`src/design/sdr_pkg.sv`:
```
// Package for the self-calibrating dial reader.
// Holds operation codes, sequencer states, command and status structs and shared constants.
// No dependencies.
package sdr_pkg;

   // Operation codes carried by a request beat.
   typedef enum logic [1:0] {
      OP_SAMPLE      = 2'd0,
      OP_READ_POS    = 2'd1,
      OP_SET_LIMITS  = 2'd2,
      OP_READ_LIMITS = 2'd3
   } sdr_op_type;

   // Sequencer states.
   typedef enum logic [2:0] {
      ST_IDLE,
      ST_UPDATE,
      ST_WIDEN,
      ST_DIV_INIT,
      ST_DIV_STEP,
      ST_CLAMP,
      ST_MUL,
      ST_DONE
   } sdr_state_type;

   // Commands from the sequencer to the datapath.
   typedef struct packed {
      logic capture;
      logic update;
      logic widen;
      logic div_init;
      logic div_step;
      logic div_last;
      logic clamp;
      logic mul;
      logic load_out;
   } sdr_cmd_type;

   // Status from the datapath to the sequencer.
   typedef struct packed {
      logic bad;
      logic need_div;
      logic span_pos;
      logic out_free;
   } sdr_status_type;

   // Full scale of a 16-bit value.
   localparam int MAX_16 = 65535;
   // Dividend of the span reciprocal.
   localparam longint unsigned RECIP_NUM = 64'h0000_0000_ffff_ffff;
   // Quotient bits, one produced per divider step.
   localparam int QUO_BITS = 32;
   localparam int CNT_W = $clog2(QUO_BITS);

endpackage

```
`src/design/sdr_if.sv`:
```
// Handshake channels of the dial reader: request and response.
// Depends on nothing; payload widths are fixed by the item formats.
interface sdr_req_if;
   logic        valid;
   logic        ready;
   logic [1:0]  operation;
   logic [3:0]  dial;
   logic [11:0] sample;
   logic [15:0] limit_low;
   logic [15:0] limit_high;

   modport source (output valid, operation, dial, sample, limit_low, limit_high,
                   input ready);
   modport sink (input valid, operation, dial, sample, limit_low, limit_high,
                 output ready);
endinterface

interface sdr_rsp_if;
   logic        valid;
   logic        ready;
   logic [3:0]  which_dial;
   logic [15:0] position;
   logic [15:0] low_limit;
   logic [15:0] high_limit;
   logic        bad_index;

   modport source (output valid, which_dial, position, low_limit, high_limit, bad_index,
                   input ready);
   modport sink (input valid, which_dial, position, low_limit, high_limit, bad_index,
                 output ready);
endinterface

```
`src/design/sdr_ctrl.sv`:
```
// Sequencer of the dial reader: steps one request through update, widen, divide and scale.
// Depends on sdr_pkg for states, commands and status.
module sdr_ctrl import sdr_pkg::*; (
   input  logic           clock,
   input  logic           reset,
   input  logic           req_valid,
   output logic           req_ready,
   input  sdr_status_type status,
   output sdr_cmd_type    cmd
);

   sdr_state_type    state_ff, state_in;
   logic [CNT_W-1:0] cnt_ff, cnt_in;

   // State and step counter registers.
   always_ff @(posedge clock) begin
      if (reset) begin
         state_ff <= ST_IDLE;
         cnt_ff   <= '0;
      end else begin
         state_ff <= state_in;
         cnt_ff   <= cnt_in;
      end
   end

   // Next state and commands.
   always_comb begin
      state_in  = state_ff;
      cnt_in    = cnt_ff;
      cmd       = '0;
      req_ready = 1'b0;
      unique case (state_ff)
         ST_IDLE: begin
            req_ready = 1'b1;
            if (req_valid) begin
               cmd.capture = 1'b1;
               state_in    = ST_UPDATE;
            end
         end
         ST_UPDATE: begin
            cmd.update = 1'b1;
            state_in   = status.bad ? ST_DONE : ST_WIDEN;
         end
         ST_WIDEN: begin
            cmd.widen = 1'b1;
            state_in  = ST_DIV_INIT;
         end
         ST_DIV_INIT: begin
            // A zero or negative span is settled here without dividing.
            cnt_in = '0;
            if (!status.need_div) begin
               state_in = ST_CLAMP;
            end else begin
               cmd.div_init = 1'b1;
               state_in     = status.span_pos ? ST_DIV_STEP : ST_CLAMP;
            end
         end
         ST_DIV_STEP: begin
            cmd.div_step = 1'b1;
            cnt_in       = cnt_ff + 1'b1;
            if (cnt_ff == CNT_W'(QUO_BITS - 1)) begin
               cmd.div_last = 1'b1;
               state_in     = ST_CLAMP;
            end
         end
         ST_CLAMP: begin
            cmd.clamp = 1'b1;
            state_in  = ST_MUL;
         end
         ST_MUL: begin
            cmd.mul  = 1'b1;
            state_in = ST_DONE;
         end
         ST_DONE: begin
            if (status.out_free) begin
               cmd.load_out = 1'b1;
               state_in     = ST_IDLE;
            end
         end
         default: begin
            state_in = ST_IDLE;
         end
      endcase
   end

endmodule

```
`src/design/sdr_datapath.sv`:
```
// Datapath of the dial reader: per-dial state, restoring divider, scaling multiplier
// and the response register. Depends on sdr_pkg; driven by sdr_ctrl commands.
module sdr_datapath import sdr_pkg::*; #(
   parameter int DIALS       = 2,
   parameter int DEADZONE    = 32,
   parameter int SAMPLE_BITS = 12
) (
   input  logic           clock,
   input  logic           reset,
   input  sdr_cmd_type    cmd,
   output sdr_status_type status,
   input  logic [1:0]     req_operation,
   input  logic [3:0]     req_dial,
   input  logic [11:0]    req_sample,
   input  logic [15:0]    req_limit_low,
   input  logic [15:0]    req_limit_high,
   output logic           rsp_valid,
   input  logic           rsp_ready,
   output logic [3:0]     rsp_which_dial,
   output logic [15:0]    rsp_position,
   output logic [15:0]    rsp_low_limit,
   output logic [15:0]    rsp_high_limit,
   output logic           rsp_bad_index
);

   localparam int          IDX_W       = (DIALS > 1) ? $clog2(DIALS) : 1;
   localparam logic [16:0] DZ_17       = 17'(DEADZONE);
   localparam logic [15:0] MIN_RESET   = 16'(DEADZONE);
   localparam logic [15:0] MAX_RESET   = 16'(MAX_16 - DEADZONE);
   localparam logic [31:0] RECIP_RESET = 32'(RECIP_NUM / (MAX_16 - 2 * DEADZONE));
   localparam logic [IDX_W:0] DIALS_W  = (IDX_W + 1)'(DIALS);

   // Per-dial state.
   logic [15:0] sum_ff   [DIALS], sum_in   [DIALS];
   logic [15:0] min_ff   [DIALS], min_in   [DIALS];
   logic [15:0] max_ff   [DIALS], max_in   [DIALS];
   logic [31:0] recip_ff [DIALS], recip_in [DIALS];
   logic [IDX_W-1:0] ptr_ff, ptr_in;

   // Captured request.
   sdr_op_type       op_ff, op_in;
   logic [3:0]       dial_ff, dial_in;
   logic [IDX_W-1:0] idx_ff, idx_in;
   logic             bad_ff, bad_in;
   logic [SAMPLE_BITS-1:0] smp_ff, smp_in;
   logic [15:0]      liml_ff, liml_in;
   logic [15:0]      limh_ff, limh_in;
   logic             need_div_ff, need_div_in;

   // Divider, clamp and scale.
   logic [16:0] rem_ff, rem_in;
   logic [31:0] quo_ff, quo_in;
   logic [15:0] span_ff, span_in;
   logic [15:0] vrel_ff, vrel_in;
   logic        vzero_ff, vzero_in;
   logic [15:0] pos_ff, pos_in;

   // Response register.
   logic        rsp_valid_ff, rsp_valid_in;
   logic [3:0]  out_dial_ff, out_dial_in;
   logic [15:0] out_pos_ff, out_pos_in;
   logic [15:0] out_lo_ff, out_lo_in;
   logic [15:0] out_hi_ff, out_hi_in;
   logic        out_bad_ff, out_bad_in;

   // Working values.
   logic [15:0] sum_cur, min_cur, max_cur;
   logic [31:0] recip_cur;
   logic [IDX_W:0] ptr_plus;
   logic        req_bad;
   logic [16:0] acc_17, mn_17, acc_pd, acc_md, max_pd, hi_17;
   logic [15:0] acc_new, mn_new, mx_new, v_clamp, lo_rep, hi_rep;
   logic        lo_wide, hi_wide;
   logic [16:0] rem_sh;
   logic        q_bit;
   logic [31:0] prod;

   assign sum_cur   = sum_ff[idx_ff];
   assign min_cur   = min_ff[idx_ff];
   assign max_cur   = max_ff[idx_ff];
   assign recip_cur = recip_ff[idx_ff];

   always_comb begin
      sum_in      = sum_ff;
      min_in      = min_ff;
      max_in      = max_ff;
      recip_in    = recip_ff;
      ptr_in      = ptr_ff;
      op_in       = op_ff;
      dial_in     = dial_ff;
      idx_in      = idx_ff;
      bad_in      = bad_ff;
      smp_in      = smp_ff;
      liml_in     = liml_ff;
      limh_in     = limh_ff;
      need_div_in = need_div_ff;
      rem_in      = rem_ff;
      quo_in      = quo_ff;
      span_in     = span_ff;
      vrel_in     = vrel_ff;
      vzero_in    = vzero_ff;
      pos_in      = pos_ff;
      out_dial_in = out_dial_ff;
      out_pos_in  = out_pos_ff;
      out_lo_in   = out_lo_ff;
      out_hi_in   = out_hi_ff;
      out_bad_in  = out_bad_ff;

      // Request capture; a sample goes to the dial under the poll pointer.
      ptr_plus = {1'b0, ptr_ff} + 1'b1;
      req_bad  = ({1'b0, req_dial} >= 5'(DIALS));
      if (cmd.capture) begin
         op_in   = sdr_op_type'(req_operation);
         smp_in  = req_sample[SAMPLE_BITS-1:0];
         liml_in = req_limit_low;
         limh_in = req_limit_high;
         if (sdr_op_type'(req_operation) == OP_SAMPLE) begin
            idx_in  = ptr_ff;
            dial_in = 4'(ptr_ff);
            bad_in  = 1'b0;
            ptr_in  = (ptr_plus >= DIALS_W) ? '0 : ptr_plus[IDX_W-1:0];
         end else begin
            idx_in  = req_bad ? '0 : req_dial[IDX_W-1:0];
            dial_in = req_dial;
            bad_in  = req_bad;
         end
      end

      // Leaky sum update, or new limits with the deadzone applied.
      acc_17  = {1'b0, sum_cur} - {5'b0, sum_cur[15:4]} + 17'(smp_ff);
      acc_new = acc_17[16] ? 16'hffff : acc_17[15:0];
      mn_17   = {1'b0, liml_ff} + DZ_17;
      mn_new  = mn_17[16] ? 16'hffff : mn_17[15:0];
      mx_new  = ({1'b0, limh_ff} < DZ_17) ? 16'h0000 : 16'({1'b0, limh_ff} - DZ_17);
      if (cmd.update && !bad_ff) begin
         if (op_ff == OP_SAMPLE) begin
            sum_in[idx_ff] = acc_new;
         end
         if (op_ff == OP_SET_LIMITS) begin
            min_in[idx_ff] = mn_new;
            max_in[idx_ff] = mx_new;
         end
      end

      // Widening of the limits toward the sum, in full precision.
      acc_pd  = {1'b0, sum_cur} + DZ_17;
      acc_md  = {1'b0, sum_cur} - DZ_17;
      max_pd  = {1'b0, max_cur} + DZ_17;
      lo_wide = ({1'b0, min_cur} > acc_pd);
      hi_wide = (max_pd < {1'b0, sum_cur});
      if (cmd.widen) begin
         need_div_in = 1'b0;
         if (op_ff == OP_SAMPLE || op_ff == OP_SET_LIMITS) begin
            if (lo_wide) begin
               min_in[idx_ff] = acc_pd[15:0];
            end
            if (hi_wide) begin
               max_in[idx_ff] = acc_md[15:0];
            end
            need_div_in = (op_ff == OP_SET_LIMITS) || lo_wide || hi_wide;
         end
      end

      // Restoring divider of all ones by the span, one quotient bit per step.
      rem_sh = {rem_ff[15:0], 1'b1};
      q_bit  = (rem_sh >= {1'b0, span_ff});
      if (cmd.div_init) begin
         rem_in  = '0;
         quo_in  = '0;
         span_in = max_cur - min_cur;
         if (!status.span_pos) begin
            recip_in[idx_ff] = '1;
         end
      end
      if (cmd.div_step) begin
         rem_in = q_bit ? (rem_sh - {1'b0, span_ff}) : rem_sh;
         quo_in = {quo_ff[30:0], q_bit};
         if (cmd.div_last) begin
            recip_in[idx_ff] = {quo_ff[30:0], q_bit};
         end
      end

      // Clamp of the sum into the limits.
      v_clamp = (sum_cur > max_cur) ? max_cur : sum_cur;
      if (cmd.clamp) begin
         vzero_in = (v_clamp < min_cur);
         vrel_in  = v_clamp - min_cur;
      end

      // Scaling by the reciprocal; the position is bits 31:16 of the product.
      prod = 32'(vrel_ff) * recip_cur;
      if (cmd.mul) begin
         pos_in = vzero_ff ? 16'h0000 : prod[31:16];
      end

      // Reported limits with the deadzone stripped and saturated.
      lo_rep = ({1'b0, min_cur} >= DZ_17) ? 16'({1'b0, min_cur} - DZ_17) : 16'h0000;
      hi_17  = {1'b0, max_cur} + DZ_17;
      hi_rep = hi_17[16] ? 16'hffff : hi_17[15:0];

      // Response register; it frees as soon as the beat is taken.
      rsp_valid_in = rsp_ready ? 1'b0 : rsp_valid_ff;
      if (cmd.load_out) begin
         rsp_valid_in = 1'b1;
         out_dial_in  = dial_ff;
         out_bad_in   = bad_ff;
         out_pos_in   = bad_ff ? 16'h0000 : pos_ff;
         out_lo_in    = bad_ff ? 16'h0000 : lo_rep;
         out_hi_in    = bad_ff ? 16'h0000 : hi_rep;
      end
   end

   // State registers with reset values.
   always_ff @(posedge clock) begin
      if (reset) begin
         for (int i = 0; i < DIALS; i++) begin
            sum_ff[i]   <= '0;
            min_ff[i]   <= MIN_RESET;
            max_ff[i]   <= MAX_RESET;
            recip_ff[i] <= RECIP_RESET;
         end
         ptr_ff       <= '0;
         rsp_valid_ff <= 1'b0;
      end else begin
         sum_ff       <= sum_in;
         min_ff       <= min_in;
         max_ff       <= max_in;
         recip_ff     <= recip_in;
         ptr_ff       <= ptr_in;
         rsp_valid_ff <= rsp_valid_in;
      end
   end

   // Payload registers.
   always_ff @(posedge clock) begin
      op_ff       <= op_in;
      dial_ff     <= dial_in;
      idx_ff      <= idx_in;
      bad_ff      <= bad_in;
      smp_ff      <= smp_in;
      liml_ff     <= liml_in;
      limh_ff     <= limh_in;
      need_div_ff <= need_div_in;
      rem_ff      <= rem_in;
      quo_ff      <= quo_in;
      span_ff     <= span_in;
      vrel_ff     <= vrel_in;
      vzero_ff    <= vzero_in;
      pos_ff      <= pos_in;
      out_dial_ff <= out_dial_in;
      out_pos_ff  <= out_pos_in;
      out_lo_ff   <= out_lo_in;
      out_hi_ff   <= out_hi_in;
      out_bad_ff  <= out_bad_in;
   end

   // Status to the sequencer.
   assign status.bad      = bad_ff;
   assign status.need_div = need_div_ff;
   assign status.span_pos = (max_cur > min_cur);
   assign status.out_free = !rsp_valid_ff || rsp_ready;

   assign rsp_valid      = rsp_valid_ff;
   assign rsp_which_dial = out_dial_ff;
   assign rsp_position   = out_pos_ff;
   assign rsp_low_limit  = out_lo_ff;
   assign rsp_high_limit = out_hi_ff;
   assign rsp_bad_index  = out_bad_ff;

endmodule

```
`src/design/self_calibrating_dial_reader_core.sv`:
```
// Top level of the self-calibrating dial reader: sequencer plus datapath.
// Depends on sdr_pkg, sdr_if, sdr_ctrl and sdr_datapath.
//
//   Channel  Direction  Beat carries
//   req      in         operation, dial, sample, limit_low, limit_high
//   rsp      out        which_dial, position, low_limit, high_limit, bad_index
//
// One request is worked at a time; req.ready is high only while the sequencer idles.
// From accept to response load the sequencer steps through update, widen, divide, clamp,
// multiply and done; the span reciprocal comes from a restoring divider, one bit a cycle, run
// only for a limit set or move with a positive span. A bad index goes from update to done.
// A stalled rsp does not block the next accept; only a second finished response waits.
// Reset is synchronous and loads every dial's state at once; no clearing pass is needed.
module self_calibrating_dial_reader_core import sdr_pkg::*; #(
   parameter int DIALS       = 2,
   parameter int DEADZONE    = 32,
   parameter int SAMPLE_BITS = 12
) (
   input logic       clock,
   input logic       reset,
   sdr_req_if.sink   req,
   sdr_rsp_if.source rsp
);

   sdr_cmd_type    cmd;
   sdr_status_type status;

   // Sequencer.
   sdr_ctrl u_ctrl (
      .clock     (clock),
      .reset     (reset),
      .req_valid (req.valid),
      .req_ready (req.ready),
      .status    (status),
      .cmd       (cmd)
   );

   // Datapath.
   sdr_datapath #(
      .DIALS       (DIALS),
      .DEADZONE    (DEADZONE),
      .SAMPLE_BITS (SAMPLE_BITS)
   ) u_datapath (
      .clock          (clock),
      .reset          (reset),
      .cmd            (cmd),
      .status         (status),
      .req_operation  (req.operation),
      .req_dial       (req.dial),
      .req_sample     (req.sample),
      .req_limit_low  (req.limit_low),
      .req_limit_high (req.limit_high),
      .rsp_valid      (rsp.valid),
      .rsp_ready      (rsp.ready),
      .rsp_which_dial (rsp.which_dial),
      .rsp_position   (rsp.position),
      .rsp_low_limit  (rsp.low_limit),
      .rsp_high_limit (rsp.high_limit),
      .rsp_bad_index  (rsp.bad_index)
   );

endmodule

```
`src/flat_wrapper.sv`:
```
// flat-port wrapper written by rule: the top's interface ports become plain ports
module self_calibrating_dial_reader_core_flat import sdr_pkg::*;
#(
   parameter int DIALS       = 2,
   parameter int DEADZONE    = 32,
   parameter int SAMPLE_BITS = 12
)
  (clock, reset, req_valid, req_operation, req_dial, req_sample, req_limit_low, req_limit_high, req_ready, rsp_valid, rsp_which_dial, rsp_position, rsp_low_limit, rsp_high_limit, rsp_bad_index, rsp_ready);
  sdr_req_if req_i ();
  sdr_rsp_if rsp_i ();
  input logic clock;
  input logic reset;
  input wire logic [$bits(req_i.valid)-1:0] req_valid;
  input wire logic [$bits(req_i.operation)-1:0] req_operation;
  input wire logic [$bits(req_i.dial)-1:0] req_dial;
  input wire logic [$bits(req_i.sample)-1:0] req_sample;
  input wire logic [$bits(req_i.limit_low)-1:0] req_limit_low;
  input wire logic [$bits(req_i.limit_high)-1:0] req_limit_high;
  output wire logic [$bits(req_i.ready)-1:0] req_ready;
  output wire logic [$bits(rsp_i.valid)-1:0] rsp_valid;
  output wire logic [$bits(rsp_i.which_dial)-1:0] rsp_which_dial;
  output wire logic [$bits(rsp_i.position)-1:0] rsp_position;
  output wire logic [$bits(rsp_i.low_limit)-1:0] rsp_low_limit;
  output wire logic [$bits(rsp_i.high_limit)-1:0] rsp_high_limit;
  output wire logic [$bits(rsp_i.bad_index)-1:0] rsp_bad_index;
  input wire logic [$bits(rsp_i.ready)-1:0] rsp_ready;
  assign req_i.valid = req_valid;
  assign req_i.operation = req_operation;
  assign req_i.dial = req_dial;
  assign req_i.sample = req_sample;
  assign req_i.limit_low = req_limit_low;
  assign req_i.limit_high = req_limit_high;
  assign req_ready = req_i.ready;
  assign rsp_valid = rsp_i.valid;
  assign rsp_which_dial = rsp_i.which_dial;
  assign rsp_position = rsp_i.position;
  assign rsp_low_limit = rsp_i.low_limit;
  assign rsp_high_limit = rsp_i.high_limit;
  assign rsp_bad_index = rsp_i.bad_index;
  assign rsp_i.ready = rsp_ready;
  self_calibrating_dial_reader_core #(.DIALS(DIALS), .DEADZONE(DEADZONE), .SAMPLE_BITS(SAMPLE_BITS)) u_core (.clock(clock), .reset(reset), .req(req_i), .rsp(rsp_i));
endmodule
```
`config.mk`:
```
export PLATFORM = sky130hd
export DESIGN_NAME = self_calibrating_dial_reader_core_flat
export DESIGN_NICKNAME = d
export VERILOG_FILES = /design/src/design/sdr_pkg.sv /design/src/design/sdr_if.sv /design/src/design/sdr_ctrl.sv /design/src/design/sdr_datapath.sv /design/src/design/self_calibrating_dial_reader_core.sv /design/src/flat_wrapper.sv
export SDC_FILE = /design/constraint.sdc
export NUM_CORES = 2
export LEC_CHECK = 0
export ABC_AREA = 0
export ABC_CLOCK_PERIOD_IN_PS = 17290
export BUFFER_PORTS_ARGS = -buffer_cell sky130_fd_sc_hd__buf_2
export CORE_MARGIN = 8
export CORE_UTILIZATION = 45
export CTS_CLUSTER_SIZE = 28
export DETAILED_ROUTE_END_ITERATION = 12
export PLACE_DENSITY = 0.6
export SLEW_MARGIN = 15
export SYNTH_ARGS = -nofsm -noshare
export SYNTH_HDL_FRONTEND = slang
export SYNTH_SLANG_ARGS = --single-unit
```
`constraint.sdc`:
```
create_clock -name clock -period 17.29 [get_ports clock]
set_clock_uncertainty 0.2 [all_clocks]
set_input_delay 3.458 -clock clock [delete_from_list [all_inputs] [get_ports clock]]
set_output_delay 3.458 -clock clock [all_outputs]
set_load 0.01 [all_outputs]
```
After elaboration in Yosys (flattened, before gate mapping)
Cells that the tools add are included.
Cells by class
  bitwise logic cells: 3
  mux-type cells: 73
  magnitude comparators: 12
  $mul: 1
  reductions and logical operators: 18
  $add $sub $neg: 13
  equality and inequality tests: 12
Operator list (count)
  two-way mux 32 bit: 14
  two-way mux 16 bit: 18
  two-way mux 64 bit: 4
  bitwise mux 32 bit: 5
  bitwise mux 64 bit: 1
  OR 64 bit: 1
  two-way mux 31 bit: 2
  adder 16 x 6 -> 17 bit (second input constant): 3
  subtractor 16 bit: 3
  subtractor 16 x 6 -> 16 bit (second input constant): 3
  demux 32 bit (select 1 bit): 1
  > comparator 16 bit: 2
  multiplier 16 x 32 -> 32 bit: 1
  case mux 3 bit (8 select lines): 1
  two-way mux 1 bit: 20
  adder 17 x 12 -> 17 bit: 1
  >= comparator 17 x 16 -> 1 bit: 1
  > comparator 16 x 17 -> 1 bit: 1
  < comparator 17 x 16 -> 1 bit: 1
  subtractor 16 x 12 -> 17 bit: 1
  demux 16 bit (select 1 bit): 1
  >= comparator 16 x 6 -> 1 bit (second input constant): 1
  < comparator 16 bit: 1
  < comparator 16 x 6 -> 1 bit (second input constant): 1
  26 further kinds: 44
Word-level totals
  word-level logic and storage cells: 164
  output and inout port bits: 55
  flip-flop bits (word level): 372
  input bits: 54

Logic depth before layout (Yosys ltp)
  depth after elaboration: 12
  depth in mapped cells: 31
  gate-level depth less buffers: 24

By module
A second synthesis with hierarchy kept.
Second synthesis, totals
  cell total of the unflattened synthesis: 3347
  area total of the unflattened synthesis: 31377.6 µm²
By module, submodules not included
  sdr_datapath: sequential area each 9308.9 µm², cells each 3281, area each 30834.6 µm², instances 1
  sdr_ctrl: sequential area each 160.2 µm², cells each 66, area each 543.0 µm², instances 1

Least setup slack after synthesis
OpenSTA, ideal clock, no wires.
  path kind: register to register
  from: register u_core.u_datapath.idx_ff
  to: register u_core.u_datapath.pos_ff[10] (data pin)
  required time: 16.829 ns
  path buffers: 7
  arrival time: 6.869 ns
  clock period less this slack: 7.330 ns
  setup slack: 9.960 ns
  stages on the path, launching flop included: 29
  library setup time: 0.261 ns
  path through: edfxtp_1 -> buf_6 -> buf_6 -> buf_6 -> buf_6 -> buf_2 -> buf_4 -> mux2_2 -> clkbuf_1 -> nand2_1 -> fa_1 -> fa_1 -> fa_1 -> inv_1 -> fa_1 -> fa_1 -> inv_1 -> fa_1 -> inv_1 -> ha_1 -> o21ai_0 -> a21oi_1 -> nand3_1 -> a211oi_1 -> o21a_1 -> a31o_2 -> a41oi_1 -> xor2_1 -> nor2_1
On the way
  cells in the longest elaborated chain, start to end: 5
Ends and longest elaborated chain
  from (decl): line sdr_datapath.sv:43  | logic [IDX_W-1:0] idx_ff, idx_in;
  from (signal assigned): line sdr_datapath.sv:238  | idx_ff <= idx_in;
  NOT 1 -> 2 bit (implied by the code): line sdr_datapath.sv:81  | assign recip_cur = recip_ff[idx_ff];
  two-way mux 32 bit (implied by the code) (3 in a row): line sdr_datapath.sv:81
  multiplier 16 x 32 -> 32 bit: line sdr_datapath.sv:191  | prod = 32'(vrel_ff) * recip_cur;
  to (signal assigned): line sdr_datapath.sv:249  | pos_ff <= pos_in;
  to (decl): line sdr_datapath.sv:56  | logic [15:0] pos_ff, pos_in;
Every way passes these cells. The select of a mux whose other input is x is not followed.
A chain may end at the register's enable or synchronous reset.

Final worst setup path
  from: register u_core.u_datapath.idx_ff
  to: register u_core.u_datapath.pos_ff[14] (data pin)
The elaborated chain is that of the path after synthesis.

==> results.sh <==
export IMPL_status="finished, final reports clean"
export IMPL_p_switching_uw=836
export IMPL_area_growth_pct=9.13
export IMPL_p_per_area_mw_per_mm2=75.7
export IMPL_synth_nets=3922
export IMPL_drv_slew=0
export IMPL_yosysWarnings=0
export IMPL_crit_chain="buf_4 > mux2_2 > and2_1 > fa_1 > inv_1 > fa_1 > fa_1 > inv_1 > fa_1 > fa_1 > inv_1 > fa_1 > inv_1 > ha_1 > o21ai_0 > a21oi_1 > nand3_1 > a211oi_1 > o2111ai_1 > nand2_1 > a311oi_1 > a2111oi_0"
export IMPL_ys_ff_latch=372
export IMPL_num_rows=97
export IMPL_grt_total_usage_pct=21.5
export IMPL_fp_coreArea_mm2=0.0700
export IMPL_fmax_mhz=127
export IMPL_grt_pass1_vias=23800
export IMPL_synth_xor_xnor_area_share_pct=3.71
export IMPL_syn_cell_area_mm2=0.0319
export IMPL_drt_iter0_drc=1399
export IMPL_finalCriticalPeriod_ns=7.85
export IMPL_viasPerCell=5.26
export IMPL_rsz0062_at_grt="false"
export IMPL_final_cell_mix="inv_1, nor2_1, nand2_1"
export IMPL_fin_crit_sh_pct=45.4
export IMPL_crit_required_ns=17.43
export IMPL_synth_adder_area_share_pct=27.4
export IMPL_start_util_pct=45.5
export IMPL_pwr_share_comb_pct=24.6
export IMPL_path_clk_slew_ns=0.06
export IMPL_timing_worst_setup_path_type="flip-flop to flip-flop"
export IMPL_port_buffers=108
export IMPL_sw_frac_of_total_pct=31.8
export IMPL_post_drt_wl_per_cell_um=19.1
export IMPL_cts_sinks=372
export IMPL_clockPowerShare_pct=35.1
export IMPL_seqPwrFrac_pct=40.3
export IMPL_hold_buffers=0
export IMPL_path_buf_inv=5
export IMPL_fp_dieArea_mm2=0.0796
export IMPL_cts_root_buf="clkbuf_16"
export IMPL_cts_buffers=41
export IMPL_post_cts_resized=0
export IMPL_avgSynthCellArea_um2=9.47
export IMPL_cp_common_cell="fa_1"
export IMPL_grt_pass1_wl_um=135000
export IMPL_critical_path_top_delay_family="adder cells"
export IMPL_end_kind="flip-flop"
export IMPL_synthSimpleGateAreaFrac_pct=17.4
export IMPL_ir_worst_vdd_mv=0.0796
export IMPL_cp_slowest_cell="a211oi_1"
export IMPL_p_leak_nw=15.1
export IMPL_vias=23100
export IMPL_worstPathMaxFanout=42
export IMPL_synth_edf_count=202
export IMPL_hpwl_um=63500
export IMPL_io_pins=109
export IMPL_place_congestion=0.920
export IMPL_nets=3979
export IMPL_htreeDepth=2
export IMPL_grt_max_degree=69
export IMPL_clock_path_buffers=3
export IMPL_setup_viol_count_final=0
export IMPL_layout_drive_gt1_share_pct=10.1
export IMPL_ys_seq_area_share_pct=29.7
export IMPL_setup_tns_ns=0
export IMPL_yosysUniqueCellTypes=92
export IMPL_route_detailed_drc=0
export IMPL_grt_overflow=0
export IMPL_critical_path_startpoint_type="flip-flop"
export IMPL_hold_viol=0
export IMPL_placed_cell_area_mm2=0.0333
export IMPL_num_fill_cells=6585
export IMPL_max_slew_margin_pct=22.9
export IMPL_synth_mux_area_share_pct=5.81
export IMPL_intPower_mw=1.79
export IMPL_dr_pass1_iters=7
export IMPL_ys_flop_type="edfxtp_1"
export IMPL_async_flop_share_pct=0
export IMPL_r2r_setup_slack_ns=9.44
export IMPL_postCtsSetupRepairBufs=0
export IMPL_worstMarginPinSlew_ns=1.16
export IMPL_hp_class="flip-flop to flip-flop"
export IMPL_crit_arrival_ns=7.99
export IMPL_critPathMaxStageDelay_ns=0.77
export IMPL_synth_compound_area_share_pct=8.21
export IMPL_synth_cells=3362
export IMPL_postLayoutCellArea_mm2=0.0348
export IMPL_drv_cap=0
export IMPL_final_common_cell="inv_1"
export IMPL_clk_latency_ns=0.59
export IMPL_synth_top_family_by_area="adder cells"
export IMPL_drt_wl_total_um=84100
export IMPL_grt_antenna_before_repair=0
export IMPL_die_h_um=282
export IMPL_final_antenna_net_count=0
export IMPL_die_x_um=282
export IMPL_cts_tree="built"
## logic make-up (layout without fill, tap and decap cells)
group                    count (synthesis)  count (layout)
AO/OA/AOI/OAI                          368             368
XOR/XNOR                               134             134
adder cells (fa/ha/maj)                506             506
buffers and inverters                  625             715
flip-flops                             372             372
multiplexers                           173             173
other                                    0               1
AND/OR/NAND/NOR                       1184            1184
## cells in the mapped netlist, drive strengths merged, types with 4 or more instances
master,instances,area share (%)
a31oi,7,0.16
a21oi,88,1.4
mux2,42,1.5
a21boi,4,0.094
nand4,14,0.27
or2,6,0.12
a211oi,70,1.7
o22ai,8,0.18
nor4,14,0.33
nand2,361,4.3
o21bai,7,0.16
o31ai,4,0.14
fa,318,20
o21a,49,1.2
nand2b,19,0.37
a2111oi,9,0.38
mux2i,131,4.3
buf,35,0.86
or3,14,0.27
nor2,396,4.8
a311oi,13,0.48
nor3,69,1.2
a21o,23,0.54
xnor2,104,2.9
nand3,47,0.79
ha,188,7.4
dfxtp,170,11
xor2,30,0.85
and3,42,0.82
and2,141,2.8
nand3b,5,0.12
o2111ai,6,0.16
nor2b,44,0.89
o21ai,51,0.85
edfxtp,202,19
a31o,6,0.16
inv,472,5.6
clkbuf,118,1.4
## layer usage
layer	global-route usage, %	part of all wire (%)
met5	0	0
met4	7.00	3.4
met3	3.03	4.6
met2	36.9	48
met1	27.9	44
## final cells by class
cell class              count  area, um2  area share [%]
diodes                      1       2.50         0.00720
well taps                 940       1180            3.38
clock buffers              57       1210            3.49
clock inverters            19        203           0.583
repair buffers            167        997            2.87
inverters                 472       1770            5.10
multi-input cells        2365      19900            57.3
flip-flops and latches    372       9470            27.2
## path summary, 6_finish.rpt
path | start | end | cells after the start
worst max-delay path | u_core.u_datapath.idx_ff | u_core.u_datapath.pos_ff[14] | 22
worst max register to register | u_core.u_datapath.idx_ff | u_core.u_datapath.pos_ff[14] | 22
worst min-delay path | u_core.u_datapath.dial_ff[2] | u_core.u_datapath.rsp_which_dial[2] | 0
worst min register to register | u_core.u_datapath.dial_ff[2] | u_core.u_datapath.rsp_which_dial[2] | 0
## through the flow
step / power, mW / hold slack [ns] / setup slack [ns] / utilization [%] / std cells
final: 2.63 / 0.221 / 9.44 / 49.6 / 4393
after global routing: 2.77 / 0.227 / 9.01 / 49.6 / 4392
after CTS: 2.66 / 0.221 / 9.51 / 49.6 / 4391
after detailed placement: 1.72 / 0.207 / 9.57 / 47.6 / 4315
after global placement: 1.72 / 0.202 / 9.64 / 47.6 / 4315
after floorplan: 1.54 / 0.200 / 9.96 / - / 3362
## power by group through the flow
stage          sequential, mW  combinational (mW)  clock, mW
3_3_place_gp             1.08               0.644          0
3_5_place_dp             1.08               0.646          0
6_report                 1.06               0.647      0.923
4_1_cts                  1.06               0.651      0.946
2_1_floorplan            1.06               0.480          0
5_1_grt                  1.07               0.724      0.976
Note: power is estimated with default switching activity, not from simulation.
